<file path="src/jcws_pkg.sv">
// jcws_pkg: shared types and character constants for the json comment and whitespace skipper
// no dependencies; imported by every module of the block
package jcws_pkg;

   localparam int RSP_DEPTH = 4;

   localparam logic [15:0] CH_NUL   = 16'h0000;
   localparam logic [15:0] CH_LF    = 16'h000A;
   localparam logic [15:0] CH_CR    = 16'h000D;
   localparam logic [15:0] CH_SPACE = 16'h0020;
   localparam logic [15:0] CH_HASH  = 16'h0023;
   localparam logic [15:0] CH_STAR  = 16'h002A;
   localparam logic [15:0] CH_SLASH = 16'h002F;

   typedef enum logic [1:0] {
      KIND_CHAR  = 2'd0,
      KIND_END   = 2'd1,
      KIND_ERROR = 2'd2
   } kind_type;

   typedef enum logic [2:0] {
      MODE_NORMAL  = 3'd0,
      MODE_SLASH   = 3'd1,
      MODE_LINE    = 3'd2,
      MODE_BLOCK   = 3'd3,
      MODE_STAR    = 3'd4,
      MODE_PENDING = 3'd5
   } mode_type;

   typedef struct packed {
      logic [15:0] ch;
      kind_type    kind;
      logic        last;
   } rsp_type;

   // results of one accepted transaction, at most two
   typedef struct packed {
      logic [1:0] count;
      rsp_type    res0;
      rsp_type    res1;
   } step_out_type;

endpackage

</file>
<file path="src/json_comment_whitespace_skipper.sv">
// json_comment_whitespace_skipper: results of an accepted transaction are written to the result
// queue; one character accepted per cycle while the four-entry result queue has room for two;
// results leave one per cycle while rsp_stall is low. synchronous active-high reset returns
// to normal scan mode and empties queue
// depends on jcws_pkg, jcws_step, jcws_rsp_fifo
module json_comment_whitespace_skipper
   import jcws_pkg::*;
(
   input  logic        clock,
   input  logic        reset,
   // input transactions, one text character each
   input  logic        req_valid,
   output logic        req_stall,
   input  logic [15:0] req_ch,
   input  logic        req_end_of_text,
   // result transactions
   output logic        rsp_valid,
   input  logic        rsp_stall,
   output logic [15:0] rsp_out_char,
   output logic [1:0]  rsp_kind,
   output logic        rsp_last
);

   step_out_type step_out;
   rsp_type      rsp_head;
   logic         room;
   logic         accept;

   // stall comes from queue occupancy only, so it never waits on the output side
   assign req_stall = !room;
   assign accept    = req_valid && room;

   // decision logic: scan mode register plus the character classification
   jcws_step u_step (
      .clock       (clock),
      .reset       (reset),
      .accept      (accept),
      .ch          (req_ch),
      .end_of_text (req_end_of_text),
      .step_out    (step_out)
   );

   // result queue, doubles as the output register
   jcws_rsp_fifo u_fifo (
      .clock     (clock),
      .reset     (reset),
      .push      (accept),
      .step_out  (step_out),
      .room      (room),
      .rsp_valid (rsp_valid),
      .rsp_stall (rsp_stall),
      .rsp_head  (rsp_head)
   );

   assign rsp_out_char = rsp_head.ch;
   assign rsp_kind     = rsp_head.kind;
   assign rsp_last     = rsp_head.last;

endmodule

</file>
<file path="src/jcws_step.sv">
// jcws_step: scan mode register and the per-character decision logic
// depends on jcws_pkg
module jcws_step
   import jcws_pkg::*;
(
   input  logic         clock,
   input  logic         reset,
   input  logic         accept,
   input  logic [15:0]  ch,
   input  logic         end_of_text,
   output step_out_type step_out
);

   typedef struct packed {
      mode_type mode;
      logic     emit;
      kind_type kind;
      logic     ended;
   } normal_type;

   mode_type mode_ff, mode_in;

   function automatic normal_type take_normal(input logic [15:0] c);
      normal_type t;
      t.mode  = MODE_NORMAL;
      t.emit  = 1'b0;
      t.kind  = KIND_CHAR;
      t.ended = 1'b0;
      if (c == CH_NUL) begin
         t.emit  = 1'b1;
         t.kind  = KIND_END;
         t.ended = 1'b1;
      end else if (c == CH_SLASH) begin
         t.mode = MODE_SLASH;
      end else if (c == CH_HASH) begin
         t.mode = MODE_LINE;
      end else if (c > CH_SPACE) begin
         t.emit = 1'b1;
      end
      return t;
   endfunction

   rsp_type    res [3];
   logic [1:0] cnt;
   logic       ended;
   mode_type   eff;
   normal_type tn;

   always_comb begin
      for (int i = 0; i < 3; i++) begin
         res[i] = '{ch: CH_NUL, kind: KIND_CHAR, last: 1'b0};
      end
      cnt     = 2'd0;
      ended   = 1'b0;
      mode_in = mode_ff;
      eff     = mode_ff;
      tn      = take_normal(ch);

      // deferred end marker goes out first
      if (mode_ff == MODE_PENDING) begin
         res[cnt].kind = KIND_END;
         cnt           = cnt + 2'd1;
         mode_in       = MODE_NORMAL;
         eff           = MODE_NORMAL;
      end

      case (eff)
         MODE_SLASH: begin
            if (ch == CH_SLASH) begin
               mode_in = MODE_LINE;
            end else if (ch == CH_STAR) begin
               mode_in = MODE_BLOCK;
            end else begin
               res[cnt].ch   = CH_SLASH;
               res[cnt].kind = KIND_CHAR;
               cnt           = cnt + 2'd1;
               mode_in       = tn.mode;
               ended         = tn.ended;
               if (tn.emit) begin
                  res[cnt].kind = tn.kind;
                  res[cnt].ch   = (tn.kind == KIND_CHAR) ? ch : CH_NUL;
                  cnt           = cnt + 2'd1;
               end
            end
         end
         MODE_LINE: begin
            if (ch == CH_NUL) begin
               mode_in       = MODE_NORMAL;
               res[cnt].kind = KIND_END;
               cnt           = cnt + 2'd1;
               ended         = 1'b1;
            end else if (ch == CH_LF || ch == CH_CR) begin
               mode_in = MODE_NORMAL;
            end else begin
               mode_in = MODE_LINE;
            end
         end
         MODE_BLOCK, MODE_STAR: begin
            if (ch == CH_NUL) begin
               mode_in       = MODE_NORMAL;
               res[cnt].kind = KIND_ERROR;
               cnt           = cnt + 2'd1;
               ended         = 1'b1;
            end else if (ch == CH_STAR) begin
               mode_in = MODE_STAR;
            end else if (eff == MODE_STAR && ch == CH_SLASH) begin
               mode_in = MODE_NORMAL;
            end else begin
               mode_in = MODE_BLOCK;
            end
         end
         default: begin
            mode_in = tn.mode;
            ended   = tn.ended;
            if (tn.emit) begin
               res[cnt].kind = tn.kind;
               res[cnt].ch   = (tn.kind == KIND_CHAR) ? ch : CH_NUL;
               cnt           = cnt + 2'd1;
            end
         end
      endcase

      if (end_of_text && !ended) begin
         if (mode_in == MODE_BLOCK || mode_in == MODE_STAR) begin
            res[cnt].kind = KIND_ERROR;
            cnt           = cnt + 2'd1;
         end else begin
            if (mode_in == MODE_SLASH) begin
               res[cnt].ch   = CH_SLASH;
               res[cnt].kind = KIND_CHAR;
               cnt           = cnt + 2'd1;
            end
            res[cnt].kind = KIND_END;
            cnt           = cnt + 2'd1;
         end
         mode_in = MODE_NORMAL;
      end

      // third result is always an end marker, hold it for the next transaction
      if (cnt == 2'd3) begin
         cnt     = 2'd2;
         mode_in = MODE_PENDING;
      end

      res[0].last = (cnt == 2'd1);
      res[1].last = (cnt == 2'd2);

      step_out.count = cnt;
      step_out.res0  = res[0];
      step_out.res1  = res[1];
   end

   always_ff @(posedge clock) begin
      if (reset) begin
         mode_ff <= MODE_NORMAL;
      end else if (accept) begin
         mode_ff <= mode_in;
      end
   end

endmodule

</file>
<file path="src/jcws_rsp_fifo.sv">
// jcws_rsp_fifo: small result queue, takes up to two results a cycle, gives one
// depends on jcws_pkg
module jcws_rsp_fifo
   import jcws_pkg::*;
(
   input  logic         clock,
   input  logic         reset,
   input  logic         push,
   input  step_out_type step_out,
   output logic         room,
   output logic         rsp_valid,
   input  logic         rsp_stall,
   output rsp_type      rsp_head
);

   localparam int PW = $clog2(RSP_DEPTH);
   localparam int CW = $clog2(RSP_DEPTH + 1);
   localparam logic [CW-1:0] ROOM_MAX = CW'(RSP_DEPTH - 2);

   rsp_type         mem_ff [RSP_DEPTH];
   logic [PW-1:0]   wp_ff, wp_in, rp_ff, rp_in;
   logic [CW-1:0]   count_ff, count_in;
   logic            pop;
   logic [1:0]      n_push;

   assign n_push    = push ? step_out.count : 2'd0;
   assign rsp_valid = (count_ff != '0);
   assign pop       = rsp_valid && !rsp_stall;
   assign room      = (count_ff <= ROOM_MAX);
   assign rsp_head  = mem_ff[rp_ff];

   always_comb begin
      wp_in    = wp_ff + PW'(n_push);
      rp_in    = rp_ff + PW'(pop);
      count_in = count_ff + CW'(n_push) - CW'(pop);
   end

   always_ff @(posedge clock) begin
      if (push && step_out.count != 2'd0) begin
         mem_ff[wp_ff] <= step_out.res0;
      end
      if (push && step_out.count == 2'd2) begin
         mem_ff[wp_ff + PW'(1)] <= step_out.res1;
      end
   end

   always_ff @(posedge clock) begin
      if (reset) begin
         wp_ff    <= '0;
         rp_ff    <= '0;
         count_ff <= '0;
      end else begin
         wp_ff    <= wp_in;
         rp_ff    <= rp_in;
         count_ff <= count_in;
      end
   end

endmodule

</file>
<file path="config.mk">
export PLATFORM = sky130hd
export DESIGN_NAME = json_comment_whitespace_skipper
export DESIGN_NICKNAME = d
export VERILOG_FILES = /design/src/jcws_pkg.sv /design/src/json_comment_whitespace_skipper.sv /design/src/jcws_step.sv /design/src/jcws_rsp_fifo.sv
export SDC_FILE = /design/constraint.sdc
export NUM_CORES = 1
export LEC_CHECK = 0
export BUFFER_PORTS_ARGS = -buffer_cell sky130_fd_sc_hd__buf_2
export CAP_MARGIN = 5
export CORE_ASPECT_RATIO = 0.8
export CORE_MARGIN = 2
export CORE_UTILIZATION = 65
export CTS_BUF_LIST = sky130_fd_sc_hd__clkbuf_16
export CTS_CLUSTER_DIAMETER = 120
export CTS_CLUSTER_SIZE = 8
export DETAILED_ROUTE_END_ITERATION = 12
export PLACE_DENSITY_LB_ADDON = 0.1
export SKIP_LAST_GASP = 1
export SYNTH_ARGS = -nofsm -noshare
export SYNTH_HDL_FRONTEND = slang
export SYNTH_SLANG_ARGS = --single-unit
</file>
<file path="constraint.sdc">
create_clock -name clock -period 10.75 [get_ports clock]
set_input_delay 1.075 -clock clock [delete_from_list [all_inputs] [get_ports clock]]
set_output_delay 1.075 -clock clock [all_outputs]
set_load 0.02 [all_outputs]
</file>
; Yosys cells after proc, flatten, opt, wreduce, memory -nomap -nowiden
; Memories as Yosys holds them, arrays and structs flattened. A register that Yosys moved wholly into a read port is not among the register bits.
; Cells that the tools add are included.
[classes]
add_sub_neg = 9
mul = 0
n_div = 0
order_cmp = 10
eq_ne = 16
shifts = 0
n_mux = 81
n_bitwise = 4
n_reduce_logical = 21
[op_table]
columns = operator, n
row1 = $bwmux 57, 12
row2 = $mux 57, 11
row3 = $demux 19 s2, 7
row4 = $pmux 57 s3, 1
row5 = $mux 19, 3
row6 = $eq 16x6->1 const B, 3
row7 = $mux 3, 14
row8 = $mux 2, 17
row9 = $eq 16x4->1 const B, 2
row10 = $gt 16x6->1 const B, 1
row11 = $logic_not 16->1, 1
row12 = $mux 16, 1
row13 = $ge 3x3->1 const B, 4
row14 = $lt 3x1->1 const B, 4
row15 = $mux 1, 12
row16 = $logic_and 1x1->1, 10
row17 = $eq 3x2->1 const B, 3
row18 = $eq 3x3->1 const B, 3
row19 = $not 2->3, 3
row20 = $pmux 3 s3, 1
row21 = $add 2x1->2 const B, 4
row22 = $eq 3x1->1 const B, 2
row23 = $eq 2x2->1 const B, 2
row24 = $pmux 2 s2, 1
row25 = 16 further kinds, 19
[totals]
reg_bits = 10
latch_bits = 0
ram_bits = 76
rom_bits = 0
inputBits = 21
word_cells = 146
mem_count = 1
[memory_table]
columns = name, depth, word_bits, read_ports, rd_clocked_by_memory_dff, write_ports, line
row1 = u_fifo.mem_ff, 4, 19, 1, 1, 2, jcws_rsp_fifo.sv:20  ; rsp_type mem_ff [RSP_DEPTH];

; Depth between registers and ports, before layout
[depth]
depth_word = 23
depth_mapped = 23

; Modules after synthesis
; A second synthesis with hierarchy kept.
[hier_totals]
cells_unflattened = 442
hier_area_um2 = 5719.2
[by_module_without_submodules]
columns = mod, n_inst, cells_per_inst, area_per_inst_um2
row1 = jcws_rsp_fifo, 1, 240, 4177.8
row2 = jcws_step, 1, 200, 1531.5
row3 = json_comment_whitespace_skipper, 1, 2, 10.0

; Worst setup path after synthesis
; OpenSTA, ideal clock, no wires.
[synth_path]
kind = input-to-reg
start = input req_ch[13]
end = memory u_fifo.mem_ff[3][0] (netlist name) (enable)
setup_time_ns = 0.423
t_arrival_ns = 6.096
setup_slack_ns = 4.231
cell_stages = 17
n_path_buf = 1
cell_sequence = or4_1 -> nor3_1 -> nand2_1 -> nand2b_1 -> ha_1 -> o21ai_0 -> o31ai_1 -> nand2_1 -> o221a_2 -> clkbuf_1 -> ha_1 -> o21ai_0 -> ha_1 -> and4_2 -> o31ai_2 -> a21oi_1 -> nor3b_1
[synth_rtl]
columns = item, line
row1 = start: declaration, json_comment_whitespace_skipper.sv:14  ; input logic [15:0] req_ch,
row2 = end: declaration, jcws_rsp_fifo.sv:20

; Final worst setup path
[layout_path]
start = input req_ch[15]
end = register u_fifo.count_ff[2]
[layout_via]
elab_chain_len = 21
[layout_lines]
columns = item, line
row1 = $gt 16x6->1, jcws_step.sv:37  ; end else if (c > CH_SPACE) begin
row2 = $mux 1, jcws_step.sv:37
row3 = $mux 1, jcws_step.sv:35  ; end else if (c == CH_HASH) begin
row4 = $mux 1, jcws_step.sv:33  ; end else if (c == CH_SLASH) begin
row5 = $mux 1, jcws_step.sv:29  ; if (c == CH_NUL) begin
row6 = $mux 2, jcws_step.sv:79  ; if (tn.emit) begin
row7 = $mux 2, jcws_step.sv:71  ; end else if (ch == CH_STAR) begin
row8 = $mux 2, jcws_step.sv:69  ; if (ch == CH_SLASH) begin
row9 = (+5 left out), n/a
row10 = $add 2x1->2, jcws_step.sv:134  ; cnt = cnt + 2'd1;
row11 = $mux 2, jcws_step.sv:124  ; if (mode_in == MODE_BLOCK || mode_in == MODE_STAR) begin
row12 = $mux 2 (*), jcws_step.sv:123  ; if (end_of_text && !ended) begin
row13 = $eq 2x2->1, jcws_step.sv:140  ; if (cnt == 2'd3) begin
row14 = $mux 2 (*), jcws_step.sv:140
row15 = $mux 2 (*), jcws_rsp_fifo.sv:26  ; assign n_push = push ? step_out.count : 2'd0;
row16 = $add 3x2->3 (*), jcws_rsp_fifo.sv:35  ; count_in = count_ff + CW'(n_push) - CW'(pop);
row17 = $sub 3x1->3 (*), jcws_rsp_fifo.sv:35
row18 = end signal: assignment, jcws_rsp_fifo.sv:55  ; count_ff <= count_in;
row19 = end: declaration, jcws_rsp_fifo.sv:22  ; logic [CW-1:0] count_ff, count_in;
; Mark *: on every way between the ends. The rest lies on a longest branch, timed or not. The select of a mux whose other input is x is not followed.
; A chain may end at the register's enable or synchronous reset.

==> out/summary.txt <==
largest family of logic cells by synthesized area: simple AND/OR/NAND/NOR gates
remaining antenna violation count: 0
adder-cell share of the synthesized area: 4.348%
Filler Cell Count: 496
Final HPWL DP: 7933 um
routed via count: 3,644
io pins: 42
pin count of the biggest net entering global routing: 21
CTS hold repair buffers: 0
top-area cell type share of the netlist area: 45.06%
CP endpoint kind: register
Die Width: 102.7 um
Nets: 491
Iteration-0 DRC Markers: 282
TritonCTS Buffers: 9
Non-Filler Instances: 563
row count: 28
fin crit share: 61.77%
Area Overhead vs Synth: 11.61%
Post-Route WL: 11,480 um
synthesized cell area: 5065 um2
Post-synth EDFFs: 76
P per Cell Area: 270.8 nW/um2
crit path DAT: 6.88 ns
Setup violations, final: 0
Initial Util: 67.87%
Post-Syn Nets: 451
dominant synthesized flop cell: edfxtp_1
area of the multi-input gates: 2416 um2
drt wl/cell: 20.39 um
Required @ worst endpoint: 10.98 ns
sequential-to-total area share from yosys stat: 49.01%
grt ovf: 0
leading area contributor after synthesis: edfxtp_1
status: finished, final reports clean
first-pass GRT wire length: 18,350 um
Leak Pwr: 0.002022 uW
post-synthesis xor/xnor area fraction: 1.556%
vias in the first global route: 3,486
# diodes: 0
die span in y: 82.96 um
post-synthesis mux area share: 11.61%
Hold Vio Cnt, Final: 0
Max Transition Viols Final: 0
DRC viols: 0
die area: 8519 um2
core area: 7462 um2
Post-Synth Simple-Gate Area: 15.27%
VDD IR-drop max: 155.9 uV
setup tns final: 0 ns
synth unique cells: 67
CP Launch Type: input port
WHS: 0.6674 ns
Overall Global Routing Usage: 28.82%
global placer's final weighted congestion: 0.9476
CTS tree: built
CTS clk-pin slew, worst paths: 0.07 ns
Post-CTS Setup Inserts: 0
Synth Area in Compound Gates: 14.58%
dpl cells: 547
final setup margin: 4.109 ns
Synth area leaders: edfxtp_1, mux4_2, and2_1
Synth Instances: 413
kind of critical path: input port to register
Slew @ Worst Pin: 1.059 ns
FF+latch count, synth: 86
initial antenna violation count: 0
Max-Cap Viols: 0
async set or reset register ratio after synthesis: 0%
Root Buffer: clkbuf_16
post-DR vias/cell: 6.472
post-CTS resize count: 0
pre-CTS WS: 3.886 ns
Initial DRT Pass Iterations: 4
worst clock skew: 0.006985 ns
Clock Sinks: 86
yosys warns: 0
clk_lat worst skew: 0.35 ns
Avg Cell Area, Syn: 12.26 um2
RSZ-0062 raised after global routing: false
share of cells above drive strength 1: 25.55%
Hold Path Class: register to register
Longest Clk Path Bufs: 2
Max Clock Freq: 0.1506 GHz
CP Max Fanout: 11
Port Buffers: 41
Register Area: 2482 um2
minimum clock period: 6.641 ns
Worst slew margin: 29.29%
htree depth: 3
final core occ: 75.75%
[stage by stage]
stage | cell area [um2] | total power (uW)
global placement | 5348 | 1188
CTS | 5653 | 1526
detailed placement | 5348 | 1206
global route | 5653 | 1613
floorplan | 5065 | 1041
finish | 5653 | 1531
[logic make-up (layout without fill, tap and decap cells)]
logic type,after synthesis,in the layout
fa+ha+maj,17,17
buf+inv,37,82
mux,35,35
simple gates,133,133
xor+xnor,9,9
flops,86,86
compound gates,96,96
[power by group]
group / internal (uW) / leakage (uW) / switching [uW] / total (uW)
Clock: 183 / 0.000148 / 139 / 323
Combinational: 261 / 0.00109 / 406 / 667
Sequential: 497 / 0.000784 / 44.2 / 541
Total: 941 / 0.00202 / 590 / 1530
[worst max-delay path: stages]
cell,delay [ns]
buf_2,0.13
or4_1,0.67
nor3_1,0.46
nand2_1,0.27
nand2b_1,0.18
inv_1,0.06
ha_1,0.18
a211oi_1,0.42
nor2_1,0.20
ha_1,0.34
o21ai_0,0.26
ha_1,0.30
a2111oi_0,0.45
nand4_2,0.37
nand3_2,0.41
inv_1,0.12
ha_1,0.29
inv_1,0.05
fa_1,0.42
xnor2_1,0.16
nor2_1,0.05
[cell usage in the layout, fill, tap and decap left out, drive strengths merged, types with 3 or more instances in the layout]
cell     synthesis  routed
mux4            19      19
dfxtp           10      10
nand3            4       4
a2bb2oi          5       5
a21oi           13      13
or4              5       5
nand2           22      22
a21o             5       5
a211oi           4       4
clkbuf          11       9
inv             20      23
nand2b           5       5
a31oi            8       8
xor2             4       4
o21ai           38      38
nor2b           19      19
and2            36      36
mux2i           16      16
xnor2            5       5
nor2            18      18
buf              6      46
or2              3       3
o2bb2ai          5       5
edfxtp          76      76
ha              16      16
or3              4       4
nor3             6       6
[sequential cells by signal, summed over array words and instances, names as in the netlist]
register / flops
u_fifo.rp_ff: 2
u_fifo.wp_ff: 2
u_fifo.mem_ff: 76
u_fifo.count_ff: 3
u_step.mode_ff: 3
[final timing paths]
check                    startpoint                  to  slack [ns]  cells past startpoint
hold reg to reg   u_step.mode_ff[0]   u_step.mode_ff[0]        0.67                      2
setup / recovery         req_ch[15]  u_fifo.count_ff[2]        4.11                     21
setup reg to reg  u_step.mode_ff[1]  u_fifo.count_ff[2]        5.30                     18
hold / removal    u_step.mode_ff[0]   u_step.mode_ff[0]        0.67                      2
[area by class of cell]
cell class | instances | area share, %
repair buffers | 46 | 4.294
clock buffers | 9 | 3.984
clock inverters | 7 | 1.417
flip-flops and latches | 86 | 43.91
multi-input cells | 290 | 42.74
inverters | 20 | 1.328
well taps | 105 | 2.324
[metal layers]
metal,routed length [um],vias to the layer above,track usage [%]
met4,171,0,8.242
met1,5138,1808,43.34
met3,849,15,6.229
li1,-,1645,-
met2,5319,176,42.42
met5,0,-,0
[synthesized netlist by cell type (6+ instances only)]
| library cell | n |
|---|---|
| mux4_2 | 19 |
| edfxtp_1 | 76 |
| nor2b_1 | 18 |
| nand2_1 | 22 |
| clkbuf_1 | 11 |
| mux2i_1 | 16 |
| a21oi_1 | 13 |
| dfxtp_1 | 10 |
| o21ai_1 | 7 |
| nor2_1 | 18 |
| inv_1 | 20 |
| ha_1 | 16 |
| nor3_1 | 6 |
| and2_1 | 33 |
| o21ai_0 | 31 |
Power figures use the tool's default switching activity.
